## src/rtl/cspg_pkg.sv

```systemverilog
// Package for the clamp step protocol generator: register indexes, phase codes, reset values.
`default_nettype none

package cspg_pkg;

  localparam int CFG_IDX_W   = 3;
  localparam int CFG_DATA_W  = 26;
  localparam int VOLT_W      = 12;
  localparam int COUNT_W     = 8;
  localparam int TICKS_W     = 26;
  localparam int PLEN_W      = 28;
  localparam int STEP_W      = 9;
  localparam int OUT_V_W     = 21;

  typedef enum logic [CFG_IDX_W-1:0] {
    REG_PRESTEP_V = 3'd0,
    REG_START_V   = 3'd1,
    REG_FINISH_V  = 3'd2,
    REG_COUNT     = 3'd3,
    REG_PRESTEP_T = 3'd4,
    REG_TEST_T    = 3'd5,
    REG_PAUSE_T   = 3'd6
  } cfg_reg_e;

  typedef enum logic [2:0] {
    PH_PAUSE    = 3'd0,
    PH_PRESTEP  = 3'd1,
    PH_TEST     = 3'd2,
    PH_BOUNDARY = 3'd3,
    PH_FINISHED = 3'd4
  } phase_e;

  localparam logic signed [VOLT_W-1:0] PRESTEP_V_RST = 12'sd50;
  localparam logic signed [VOLT_W-1:0] START_V_RST   = 12'sd50;
  localparam logic signed [VOLT_W-1:0] FINISH_V_RST  = -12'sd20;
  localparam logic [COUNT_W-1:0]       COUNT_RST     = 8'd15;
  localparam logic [TICKS_W-1:0]       PRESTEP_T_RST = 26'd1800000;
  localparam logic [TICKS_W-1:0]       TEST_T_RST    = 26'd50000;
  localparam logic [TICKS_W-1:0]       PAUSE_T_RST   = 26'd1800000;
  localparam logic [PLEN_W-1:0]        PLEN_RST      = 28'd3650000;

  localparam logic signed [OUT_V_W-1:0] OUT_V_MAX = 21'sd1048575;
  localparam logic signed [OUT_V_W-1:0] OUT_V_MIN = -21'sd1048576;

endpackage

`default_nettype wire

```

## src/rtl/clamp_step_protocol_generator.sv

```systemverilog
// Clamp step protocol generator: tick-driven command voltage sequencer with delta divider.
//
// Usage:
//   Slave stream s_axis: one request per sample tick; tdata[0] is the restart flag.
//   Master stream m_axis: one result per tick with the clamp command voltage,
//   the step number, the phase and the finished flag.
//   Config channel cfg_*: writes one protocol register per request.
// Result timing: a result is registered in the cycle after its tick is taken; one tick
//   per cycle is sustained while the divider is idle and results are read. The output
//   register frees itself when read, so a new tick is taken while a result is taken.
// Reset and config writes: the per-step voltage delta is divided out by a
//   one-bit-per-cycle restoring divider after reset and after each register
//   write (the difference is taken undivided when count is below two).
//   Both s_axis_tready and cfg_ready_o are low during that time. Delta, start
//   voltage and first period are latched at reset and on restart only.
// Stall: while m_axis_tready is low and a result is held, s_axis_tready is low
//   and the protocol state does not advance.
`default_nettype none

module clamp_step_protocol_generator
  import cspg_pkg::*;
#(
  parameter int AGE_WIDTH     = 36,
  parameter int FRACTION_BITS = 8
) (
  input  wire logic                  clk_i,
  input  wire logic                  rst_ni,
  input  wire logic                  s_axis_tvalid,
  output logic                       s_axis_tready,
  input  wire logic [7:0]            s_axis_tdata,   // [0] restart, [7:1] zero
  output logic                       m_axis_tvalid,
  input  wire logic                  m_axis_tready,
  output logic [31:0]                m_axis_tdata,   // [20:0] clamp_voltage,
                                                     // [29:21] step_number, [31:30] zero
  output logic [3:0]                 m_axis_tuser,   // [2:0] phase, [3] finished
  input  wire logic                  cfg_valid_i,
  output logic                       cfg_ready_o,
  input  wire logic [CFG_IDX_W-1:0]  cfg_index_i,
  input  wire logic [CFG_DATA_W-1:0] cfg_data_i
);

  localparam int VW   = 13 + FRACTION_BITS;
  localparam int NW   = 12 + FRACTION_BITS;
  // step voltage has room for up to 255 deltas past the start level
  localparam int SVW  = VW + 8;
  localparam int SW   = ((AGE_WIDTH > PLEN_W) ? AGE_WIDTH : PLEN_W) + 1;
  localparam int CW   = ((SVW > OUT_V_W) ? SVW : OUT_V_W) + 1;
  localparam int CNTW = $clog2(NW + 1);

  localparam logic signed [SVW-1:0]   SV_RST  = SVW'(START_V_RST) <<< FRACTION_BITS;
  localparam logic [AGE_WIDTH-1:0]    PE_RST  = AGE_WIDTH'(PLEN_RST);
  localparam logic signed [CW-1:0]    SAT_MAX = CW'(OUT_V_MAX);
  localparam logic signed [CW-1:0]    SAT_MIN = CW'(OUT_V_MIN);

  function automatic logic [AGE_WIDTH-1:0] sat_age(input logic [SW-1:0] s);
    logic [AGE_WIDTH-1:0] r;
    r = (|s[SW-1:AGE_WIDTH]) ? {AGE_WIDTH{1'b1}} : s[AGE_WIDTH-1:0];
    return r;
  endfunction

  // configuration registers
  logic signed [VOLT_W-1:0] prestep_v_q, start_v_q, finish_v_q;
  logic [COUNT_W-1:0]       count_q;
  logic [TICKS_W-1:0]       prestep_t_q, test_t_q, pause_t_q;

  // protocol state
  logic [AGE_WIDTH-1:0]     age_q, age_d;
  logic [STEP_W-1:0]        step_q, step_d;
  logic [AGE_WIDTH-1:0]     pe_q, pe_d;
  logic signed [SVW-1:0]    sv_q, sv_d;
  logic signed [VW-1:0]     vd_q, vd_d;

  // divider
  logic                     start_q, run_q, pend_q;
  logic [CNTW-1:0]          cnt_q;
  logic [8:0]               rem_q, rem_d;
  logic [NW-1:0]            quo_q, quo_d;
  logic [COUNT_W-1:0]       dvs_q;
  logic                     neg_q;
  logic signed [VW-1:0]     delta_q;
  logic signed [VW-1:0]     diff;
  logic [NW-1:0]            diff_mag;
  logic [8:0]               rem_sh;
  logic                     rem_ge;
  logic                     div_busy, div_fin;
  logic signed [VW-1:0]     div_res;

  // output register
  logic                     m_valid_q;
  logic [31:0]              m_data_q;
  logic [3:0]               m_user_q;

  logic                     s_acc, cfg_acc, restart;
  logic [PLEN_W-1:0]        plen;
  logic [AGE_WIDTH-1:0]     age_c, pe_c;
  logic [STEP_W-1:0]        step_c;
  logic signed [SVW-1:0]    sv_c;
  logic signed [VW-1:0]     vd_c;
  logic                     active, bound;
  phase_e                   phase_c;
  logic signed [SVW-1:0]    volt_c;
  logic signed [CW-1:0]     volt_ext;
  logic signed [OUT_V_W-1:0] volt_sat;

  assign div_busy      = start_q | run_q;
  assign s_axis_tready = ~div_busy & (~m_valid_q | m_axis_tready);
  assign cfg_ready_o   = ~div_busy;
  assign s_acc         = s_axis_tvalid & s_axis_tready;
  assign cfg_acc       = cfg_valid_i & cfg_ready_o;
  assign restart       = s_axis_tdata[0];
  assign plen          = PLEN_W'(pause_t_q) + PLEN_W'(prestep_t_q) + PLEN_W'(test_t_q);

  // configuration writes
  always_ff @(posedge clk_i or negedge rst_ni) begin
    if (!rst_ni) begin
      prestep_v_q <= PRESTEP_V_RST;
      start_v_q   <= START_V_RST;
      finish_v_q  <= FINISH_V_RST;
      count_q     <= COUNT_RST;
      prestep_t_q <= PRESTEP_T_RST;
      test_t_q    <= TEST_T_RST;
      pause_t_q   <= PAUSE_T_RST;
    end else if (cfg_acc) begin
      case (cfg_reg_e'(cfg_index_i))
        REG_PRESTEP_V: prestep_v_q <= cfg_data_i[VOLT_W-1:0];
        REG_START_V:   start_v_q   <= cfg_data_i[VOLT_W-1:0];
        REG_FINISH_V:  finish_v_q  <= cfg_data_i[VOLT_W-1:0];
        REG_COUNT:     count_q     <= cfg_data_i[COUNT_W-1:0];
        REG_PRESTEP_T: prestep_t_q <= cfg_data_i;
        REG_TEST_T:    test_t_q    <= cfg_data_i;
        REG_PAUSE_T:   pause_t_q   <= cfg_data_i;
        default: ;
      endcase
    end
  end

  // delta = (finish - start) * 2^FB / (count - 1), truncated toward zero
  always_comb begin
    diff     = (VW'(finish_v_q) - VW'(start_v_q)) <<< FRACTION_BITS;
    diff_mag = diff[VW-1] ? NW'(-diff) : NW'(diff);
    rem_sh   = {rem_q[7:0], quo_q[NW-1]};
    rem_ge   = rem_sh >= {1'b0, dvs_q};
    rem_d    = rem_ge ? (rem_sh - {1'b0, dvs_q}) : rem_sh;
    quo_d    = {quo_q[NW-2:0], rem_ge};
    div_fin  = (start_q & (count_q <= 8'd1)) | (run_q & (cnt_q == '0));
    if (start_q) begin
      div_res = diff;
    end else if (neg_q) begin
      div_res = -$signed({1'b0, quo_q});
    end else begin
      div_res = $signed({1'b0, quo_q});
    end
  end

  always_ff @(posedge clk_i or negedge rst_ni) begin
    if (!rst_ni) begin
      start_q <= 1'b1;
      run_q   <= 1'b0;
      pend_q  <= 1'b1;
      cnt_q   <= '0;
    end else begin
      if (cfg_acc) begin
        start_q <= 1'b1;
      end else if (start_q) begin
        start_q <= 1'b0;
        run_q   <= (count_q > 8'd1);
        cnt_q   <= CNTW'(NW);
      end else if (run_q) begin
        if (cnt_q == '0) begin
          run_q <= 1'b0;
        end else begin
          cnt_q <= cnt_q - 1'b1;
        end
      end
      if (div_fin) begin
        pend_q <= 1'b0;
      end
    end
  end

  always_ff @(posedge clk_i) begin
    if (start_q) begin
      rem_q <= '0;
      quo_q <= diff_mag;
      dvs_q <= count_q - 8'd1;
      neg_q <= diff[VW-1];
    end else if (run_q && (cnt_q != '0)) begin
      rem_q <= rem_d;
      quo_q <= quo_d;
    end
    if (div_fin) begin
      delta_q <= div_res;
    end
  end

  // one tick
  always_comb begin
    if (restart) begin
      age_c  = '0;
      step_c = STEP_W'(1);
      pe_c   = sat_age(SW'(plen));
      sv_c   = SVW'(start_v_q) <<< FRACTION_BITS;
      vd_c   = delta_q;
    end else begin
      age_c  = age_q;
      step_c = step_q;
      pe_c   = pe_q;
      sv_c   = sv_q;
      vd_c   = vd_q;
    end
    active = step_c <= {1'b0, count_q};
    bound  = age_c >= pe_c;
    step_d = step_c;
    pe_d   = pe_c;
    sv_d   = sv_c;
    vd_d   = vd_c;
    age_d  = sat_age(SW'(age_c) + SW'(1));
    volt_c = '0;
    if (!active) begin
      phase_c = PH_FINISHED;
    end else if (bound) begin
      phase_c = PH_BOUNDARY;
      step_d  = step_c + STEP_W'(1);
      pe_d    = sat_age(SW'(pe_c) + SW'(plen));
      sv_d    = sv_c + SVW'(vd_c);
    end else if (SW'(age_c) + SW'(prestep_t_q) + SW'(test_t_q) < SW'(pe_c)) begin
      phase_c = PH_PAUSE;
    end else if (SW'(age_c) + SW'(test_t_q) < SW'(pe_c)) begin
      phase_c = PH_PRESTEP;
      volt_c  = SVW'(prestep_v_q) <<< FRACTION_BITS;
    end else begin
      phase_c = PH_TEST;
      volt_c  = sv_c;
    end
    volt_ext = CW'(volt_c);
    if (volt_ext > SAT_MAX) begin
      volt_sat = OUT_V_MAX;
    end else if (volt_ext < SAT_MIN) begin
      volt_sat = OUT_V_MIN;
    end else begin
      volt_sat = OUT_V_W'(volt_ext);
    end
  end

  always_ff @(posedge clk_i or negedge rst_ni) begin
    if (!rst_ni) begin
      age_q  <= '0;
      step_q <= STEP_W'(1);
      pe_q   <= PE_RST;
      sv_q   <= SV_RST;
    end else if (s_acc) begin
      age_q  <= age_d;
      step_q <= step_d;
      pe_q   <= pe_d;
      sv_q   <= sv_d;
    end
  end

  always_ff @(posedge clk_i) begin
    if (s_acc) begin
      vd_q <= vd_d;
    end else if (div_fin && pend_q) begin
      vd_q <= div_res;
    end
  end

  // result register
  always_ff @(posedge clk_i or negedge rst_ni) begin
    if (!rst_ni) begin
      m_valid_q <= 1'b0;
    end else if (s_acc) begin
      m_valid_q <= 1'b1;
    end else if (m_axis_tready) begin
      m_valid_q <= 1'b0;
    end
  end

  always_ff @(posedge clk_i) begin
    if (s_acc) begin
      m_data_q <= {2'b00, step_c, volt_sat};
      m_user_q <= {~active, phase_c};
    end
  end

  assign m_axis_tvalid = m_valid_q;
  assign m_axis_tdata  = m_data_q;
  assign m_axis_tuser  = m_user_q;

  a_no_tick_while_dividing: assert property (@(posedge clk_i) disable iff (!rst_ni)
    s_axis_tready |-> !div_busy)
    else $error("tick taken while delta divider busy");

  a_cfg_restarts_divider: assert property (@(posedge clk_i) disable iff (!rst_ni)
    cfg_acc |=> start_q)
    else $error("config write did not restart divider");

  a_age_monotonic: assert property (@(posedge clk_i) disable iff (!rst_ni)
    (s_acc && !restart) |=> age_q >= $past(age_q))
    else $error("age went backward without restart");

  a_restart_step: assert property (@(posedge clk_i) disable iff (!rst_ni)
    (s_acc && restart) |=> (step_q == STEP_W'(1) || step_q == STEP_W'(2)))
    else $error("restart did not rewind step");

  a_result_loaded: assert property (@(posedge clk_i) disable iff (!rst_ni)
    s_acc |=> m_axis_tvalid)
    else $error("accepted tick produced no result");

endmodule

`default_nettype wire
```

## config.mk

```make
export PLATFORM = sky130hd
export DESIGN_NAME = clamp_step_protocol_generator
export DESIGN_NICKNAME = d
export VERILOG_FILES = /design/src/rtl/cspg_pkg.sv /design/src/rtl/clamp_step_protocol_generator.sv
export SDC_FILE = /design/constraint.sdc
export NUM_CORES = 1
export LEC_CHECK = 0
export BUFFER_PORTS_ARGS = -buffer_cell sky130_fd_sc_hd__buf_2
export CAP_MARGIN = 20
export CORE_UTILIZATION = 35
export DETAILED_ROUTE_END_ITERATION = 8
export PLACE_DENSITY = 0.5
export RECOVER_POWER = 100
export SYNTH_ARGS = -nofsm -noshare
export SYNTH_HDL_FRONTEND = slang
export SYNTH_SLANG_ARGS = --single-unit
```

## constraint.sdc

```tcl
create_clock -name clk_i -period 7.9 [get_ports clk_i]
set_input_delay 0.79 -clock clk_i [delete_from_list [all_inputs] [get_ports clk_i]]
set_output_delay 0.79 -clock clk_i [all_outputs]
set_load 0.05 [all_outputs]
```

# [Word-level counts from Yosys, hierarchy flattened]
# Cells that the tools add are included.
[totals] regBits=354 in_bits=42 out_inout_bits=39 word_cells=124
[classes] add_sub_neg=15 n_lt_le_gt_ge=9 n_eq_ne=7 n_mux=38 bitwise_logic=12 reduce_logical=17
[op_table] cell="two-way mux 36 bit" count=6
[op_table] cell="two-way mux 29 bit" count=7
[op_table] cell="two-way mux 21 bit" count=6
[op_table] cell="adder 36 x 26 -> 37 bit" count=2
[op_table] cell="< comparator 37 x 36 -> 1 bit" count=2
[op_table] cell="two-way mux 20 bit" count=3
[op_table] cell="adder 36 x 1 -> 37 bit (second input constant)" count=1
[op_table] cell="adder 36 x 28 -> 37 bit" count=1
[op_table] cell="adder 37 x 26 -> 37 bit" count=1
[op_table] cell="greater-or-equal comparator 36 bit" count=1
[op_table] cell="adder 29 x 21 -> 29 bit" count=1
[op_table] cell="greater-than comparator 29 x 21 -> 1 bit (second input constant)" count=1
[op_table] cell="< comparator 29 x 21 -> 1 bit (second input constant)" count=1
[op_table] cell="adder 27 x 26 -> 28 bit" count=1
[op_table] cell="adder 26 x 26 -> 27 bit" count=1
[op_table] cell="two-way mux 9 bit" count=3
[op_table] cell="negation 20 -> 21 bit" count=1
[op_table] cell="negation 20 bit" count=1
[op_table] cell="two-way mux 5 bit" count=3
[op_table] cell="AND reduction 2 bit" count=7
[op_table] cell="subtractor 12 x 12 -> 13 bit" count=1
[op_table] cell="adder 9 x 1 -> 9 bit (second input constant)" count=1
[op_table] cell="== test 3 bit (second input constant)" count=3
[op_table] cell="greater-or-equal comparator 9 x 8 -> 1 bit" count=1
[op_table] cell="other kinds (21)" count=42

# [Logic depth before layout (Yosys ltp)]
[depth] ltp_word=10 ltp_mapped=35

# [Least setup slack after synthesis]
# OpenSTA, ideal clock, no wires.
[synth_timing] path_kind="input -> register" start="input s_axis_tdata[0]" end="register m_data_q[2] (netlist: m_axis_tdata[2]), data pin" setup_time_ps=255 t_arrival_ps=7541 required_ps=7645 path_slack_ps=103 path_stages=34 n_path_buf=8 path_cell_list="buf_2 > buf_2 > buf_1 > clkbuf_1 > buf_1 > clkbuf_1 > clkbuf_1 > nor2_1 > fa_1 > inv_1 > fa_1 > nand2b_1 > a21oi_1 > o21ai_0 > o211ai_1 > a311oi_1 > o21bai_1 > a21oi_1 > o21ai_0 > nand2_1 > xnor2_1 > ha_1 > a21o_1 > a21o_1 > a21o_1 > a21o_1 > a21o_1 > a221o_1 > a31oi_1 > a21oi_1 > a21oi_1 > a21oi_1 > clkbuf_1 > and3_1"
[synth_between] elab_chain_cells=9 elab_cells_between_ends=18 cone_classes="3 x add/sub; 6 x order compare; 9 x mux"
[synth_lines] element="start, declared" line="clamp_step_protocol_generator.sv:30" rtl="input wire logic [7:0] s_axis_tdata,"
[synth_lines] element="two-way mux 36 bit" line="clamp_step_protocol_generator.sv:198" rtl="if (restart) begin"
[synth_lines] element="adder 36 x 26 -> 37 bit, on equally long branches" line="clamp_step_protocol_generator.sv:226, clamp_step_protocol_generator.sv:228"
[synth_lines] element="adder 37 x 26 -> 37 bit / < comparator 37 x 36 -> 1 bit (equally long branches)" line="clamp_step_protocol_generator.sv:226, clamp_step_protocol_generator.sv:228"
[synth_lines] element="< comparator 37 x 36 -> 1 bit / two-way mux 29 bit (equally long branches)" line="clamp_step_protocol_generator.sv:226, clamp_step_protocol_generator.sv:228"
[synth_lines] element="two-way mux 29 bit" line="clamp_step_protocol_generator.sv:226" rtl="end else if (SW'(age_c) + SW'(prestep_t_q) + SW'(test_t_q) < SW'(pe_c)) begin"
[synth_lines] element="two-way mux 29 bit" line="clamp_step_protocol_generator.sv:221" rtl="end else if (bound) begin"
[synth_lines] element="two-way mux 29 bit *" line="clamp_step_protocol_generator.sv:219" rtl="if (!active) begin"
[synth_lines] element="< comparator 29 x 21 -> 1 bit" line="clamp_step_protocol_generator.sv:238" rtl="end else if (volt_ext < SAT_MIN) begin"
[synth_lines] element="two-way mux 21 bit" line="clamp_step_protocol_generator.sv:238"
[synth_lines] element="end signal, assigned" line="clamp_step_protocol_generator.sv:280" rtl="m_data_q <= {2'b00, step_c, volt_sat};"
[synth_lines] element="end, declared" line="clamp_step_protocol_generator.sv:90" rtl="logic [31:0] m_data_q;"
# Every way passes the cells marked *; elsewhere a longest branch is shown, timed or not.
# A chain may end at the register's enable or synchronous reset.

# [Worst setup path after layout]
[layout_timing] start="input s_axis_tdata[0]" end="register m_data_q[3] (netlist: m_axis_tdata[3]), data pin"
# Same word-level chain as after synthesis.

==> results.py <==
metrics = {
    "worst_hold_path": {
        "hold_path.class": "input pin to register",
    },
    "routing": {
        "first_iter_violations": 1660,
        "drt_drc": 0,
        "number_of_optimization_iterations_in_the_first_detailed_route_pass": 5,
        "routed_vias": 22900,
        "wirelength_mm": 84.1,
        "detail_route.vias_per_cell": 5.55,
        "final_antenna_net_count": 0,
        "routed_wire_length_per_instance_microns": 20.3,
    },
    "floorplan": {
        "floorplan.initialDensity": 0.355,
        "fp.coreArea_sq_um": 79400,
        "die-width_microns": 286,
        "die_area_sq_um": 81700,
        "fp-row-count": 103,
        "design.portCount": 81,
        "die_height_microns": 286,
    },
    "synthesis": {
        "yosys-top-cells-count": "268 x sky130_fd_sc_hd__ha_1, 241 x sky130_fd_sc_hd__nand2_1, 208 x sky130_fd_sc_hd__a21oi_1",
        "async_flop_share": 0.681,
        "synth.top_cells.by_area": "sky130_fd_sc_hd__dfrtp_1 16%, sky130_fd_sc_hd__ha_1 12%, sky130_fd_sc_hd__edfxtp_1 11%",
        "synth_edf_count": 105,
        "synthesis.area_per_instance_sq_um": 9.48,
        "synth_ff_type": "sky130_fd_sc_hd__dfrtp_1",
        "netlist_area_pre_place_sq_um": 28200,
        "postSynthRegisterBits": 354,
        "synth_top_cell_area_share": 0.156,
        "postSynthCellCount": 2975,
        "yosys.cell_count.top_type": "sky130_fd_sc_hd__ha_1",
        "synth_largest_area_cell": "sky130_fd_sc_hd__dfrtp_1",
        "netlist-cell-type-count": 99,
        "warnings_from_yosys": 0,
        "synth_sequential_area_ratio": 0.334,
    },
    "place": {
        "port_buffers": 71,
        "detailed_place_hpwl_mm": 63.0,
        "finalWeightedCongestion": 0.899,
        "placement.cell_area_sq_um": 29900,
    },
    "sta": {
        "rsz_0062_raised_after_global_routing": "false",
        "hold_ws_ns": 0.431,
        "slew-limit-headroom": -1.65,
        "worst_clk_skew_ns": 0.0223,
        "finalHoldViolCount": 0,
        "max_clock_freq_ghz": 0.134,
        "layout_worst_path_cycle_share": 0.945,
        "timing_max_transition_violations_final": 571,
        "setup_viol": 0,
        "worst_pin_slew_ns": 3.97,
        "finalWorstPathRequiredPeriod_ns": 7.46,
        "totalNegativeSetupSlack_ns": 0,
    },
    "clock_network": {
        "tritoncts_clock_tree": "yes",
        "clock_latency_on_the_worst_skew_pair_ns": 0.62,
        "cts-htree-levels": 2,
        "post_cts_resize_count": 0,
        "cts_inserted_buffers": 47,
        "cts_setup_buffers": 0,
        "clk_pin_slew_ns": 0.06,
        "clk_path_buf_depth": 3,
        "cts_num_sinks": 354,
        "postCtsHoldBufs": 0,
        "cts_root_buffer_type": "sky130_fd_sc_hd__clkbuf_16",
    },
    "worst_setup_path": {
        "critPathCaptureType": "register",
        "start_kind": "input pin",
        "max_stage_delay_ns": 0.72,
        "worst-path-max-fanout": 21,
        "worst-endpoint-arrival_ns": 7.82,
        "worst-endpoint-required_ns": 8.25,
        "setup.worst_path.class": "input pin to register",
        "cell_mode_on_critical_path": "sky130_fd_sc_hd__a21o_1",
        "critical_path.slowest_cell": "sky130_fd_sc_hd__clkbuf_1",
    },
    "outcome": {
        "failed_checks": "max-capacitance violations, max-slew violations",
        "outcome": "finished with violations",
    },
    "finish": {
        "number_of_inserted_filler_cells_in_the_final_layout": 7935,
        "nets": 3412,
        "areaGrowthSynthToFinish_pct": 11.4,
        "share_of_layout_cells_above_drive_strength_1": 0.141,
        "postLayoutCellArea_sq_um": 31400,
    },
    "job": {
        "maxCapViolations": 12,
    },
    "global_routing": {
        "grt_remaining_overflow": 0,
        "grt_util_all_layers": 0.204,
        "antenna_violations_before_repair": 5,
        "first_global_vias": 22900,
        "global_route_wire_length_before_repair_mm": 131,
        "pin_count_of_the_biggest_net_entering_global_routing": 103,
    },
}
flip-flops by register name, indices dropped and copies added, names as in the netlist:
signal         count
test_t_q          26
cnt_q              5
sv_q              29
start_q            1
pend_q             1
quo_q             20
age_q             36
count_q            8
rem_q              8
finish_v_q        12
pause_t_q         26
start_v_q         12
m_axis_tuser       4
m_axis_tvalid      1
dvs_q              8
pe_q              36
delta_q           21
neg_q              1
prestep_v_q       12
vd_q              21
step_q             9
prestep_t_q       26
run_q              1
m_axis_tdata      30
cell usage in the layout, fill, tap and decap left out, types with 16 or more instances in the layout:
master / netlist / layout
sky130_fd_sc_hd__o22ai_1: 28 / 28
sky130_fd_sc_hd__buf_2: 7 / 33
sky130_fd_sc_hd__nor3_1: 44 / 44
sky130_fd_sc_hd__inv_1: 171 / 170
sky130_fd_sc_hd__nand4_1: 32 / 32
sky130_fd_sc_hd__and3_1: 26 / 26
sky130_fd_sc_hd__fa_1: 59 / 59
sky130_fd_sc_hd__o21ai_0: 195 / 196
sky130_fd_sc_hd__xor2_1: 61 / 61
sky130_fd_sc_hd__clkbuf_16: 0 / 47
sky130_fd_sc_hd__nand3_1: 58 / 58
sky130_fd_sc_hd__mux2i_1: 22 / 21
sky130_fd_sc_hd__o21bai_1: 16 / 16
sky130_fd_sc_hd__dfstp_2: 65 / 63
sky130_fd_sc_hd__o21a_1: 31 / 31
sky130_fd_sc_hd__a31oi_1: 32 / 32
sky130_fd_sc_hd__buf_4: 4 / 35
sky130_fd_sc_hd__o31ai_1: 26 / 25
sky130_fd_sc_hd__nor2b_1: 84 / 84
sky130_fd_sc_hd__a211oi_1: 36 / 36
sky130_fd_sc_hd__nand2_1: 241 / 241
sky130_fd_sc_hd__o22a_1: 27 / 27
sky130_fd_sc_hd__clkbuf_1: 78 / 60
sky130_fd_sc_hd__o211ai_1: 27 / 27
sky130_fd_sc_hd__a21o_1: 82 / 82
sky130_fd_sc_hd__xnor2_1: 123 / 123
sky130_fd_sc_hd__nand2b_1: 40 / 40
sky130_fd_sc_hd__mux2_2: 178 / 176
sky130_fd_sc_hd__ha_1: 268 / 268
sky130_fd_sc_hd__edfxtp_1: 105 / 105
sky130_fd_sc_hd__dfrtp_1: 176 / 176
sky130_fd_sc_hd__a21oi_1: 208 / 206
sky130_fd_sc_hd__nor2_1: 197 / 197
metrics by stage:
| stage | instances | utilization | setup WS, ns |
|---|---|---|---|
| global route | 4132 | 0.395 | 0.0788 |
| global placement | 4041 | 0.376 | 0.516 |
| CTS | 4129 | 0.397 | 0.683 |
| floorplan | 2976 | - | 0.103 |
| detailed placement | 4041 | 0.376 | 0.467 |
| finish | 4133 | 0.396 | 0.437 |
final timing paths:
check                                  end  slack, ns       startpoint  cells past startpoint
min                                start_q       0.43      cfg_valid_i                      2
max                        m_axis_tdata[3]       0.44  s_axis_tdata[0]                     28
min reg2reg                         pend_q       0.44           pend_q                      2
max reg2reg                        sv_q[2]       0.64      test_t_q[1]                     24
min in group asynchronous     start_v_q[0]       1.56           rst_ni                      1
max in group asynchronous        age_q[16]       1.47           rst_ni                      2
routing by layer:
layer | part of all wire | global-route usage | vias to the layer above
met5 | 0.00015 | 0 | -
met4 | 0.024 | 0.0592 | 2
met3 | 0.044 | 0.0260 | 107
met2 | 0.47 | 0.340 | 536
met1 | 0.46 | 0.276 | 11300
li1 | - | - | 11000
worst max-delay path, delay by kind of cell:
kind | cells | cell delay [ns]
compound gates | 15 | 3.53
xor+xnor | 1 | 0.15
fa+ha+maj | 3 | 1.12
buf+inv | 4 | 1.30
simple gates | 5 | 0.87
layout make-up:
cell class,instances,area [sq um],area share
Timing Repair Buffer,124,681,0.0217
Clock inverter,29,368,0.0117
Multi-Input combinational cell,2344,17700,0.564
Sequential cell,354,9430,0.300
Clock buffer,59,1250,0.0399
Tap cell,1050,1310,0.0418
Antenna cell,1,2.50,0.0000797
Inverter,172,647,0.0206
kinds of logic (layout without fill, tap and decap cells):
kind of cell,count (synthesis),in the layout,share of synthesized area
adders and majority gates,327,327,0.161
buffers and inverters,278,384,0.0392
muxes,200,200,0.0789
AOI/OAI and AO/OA,838,838,0.194
DFF,354,354,0.334
xor gates and xnor gates,184,184,0.0572
other,1,3,0.000133
and+or+nand+nor,793,793,0.136
Power is left out: the tool's default activity adds up to more than one toggle a clock period on the data nets, which glitch-free logic cannot reach.
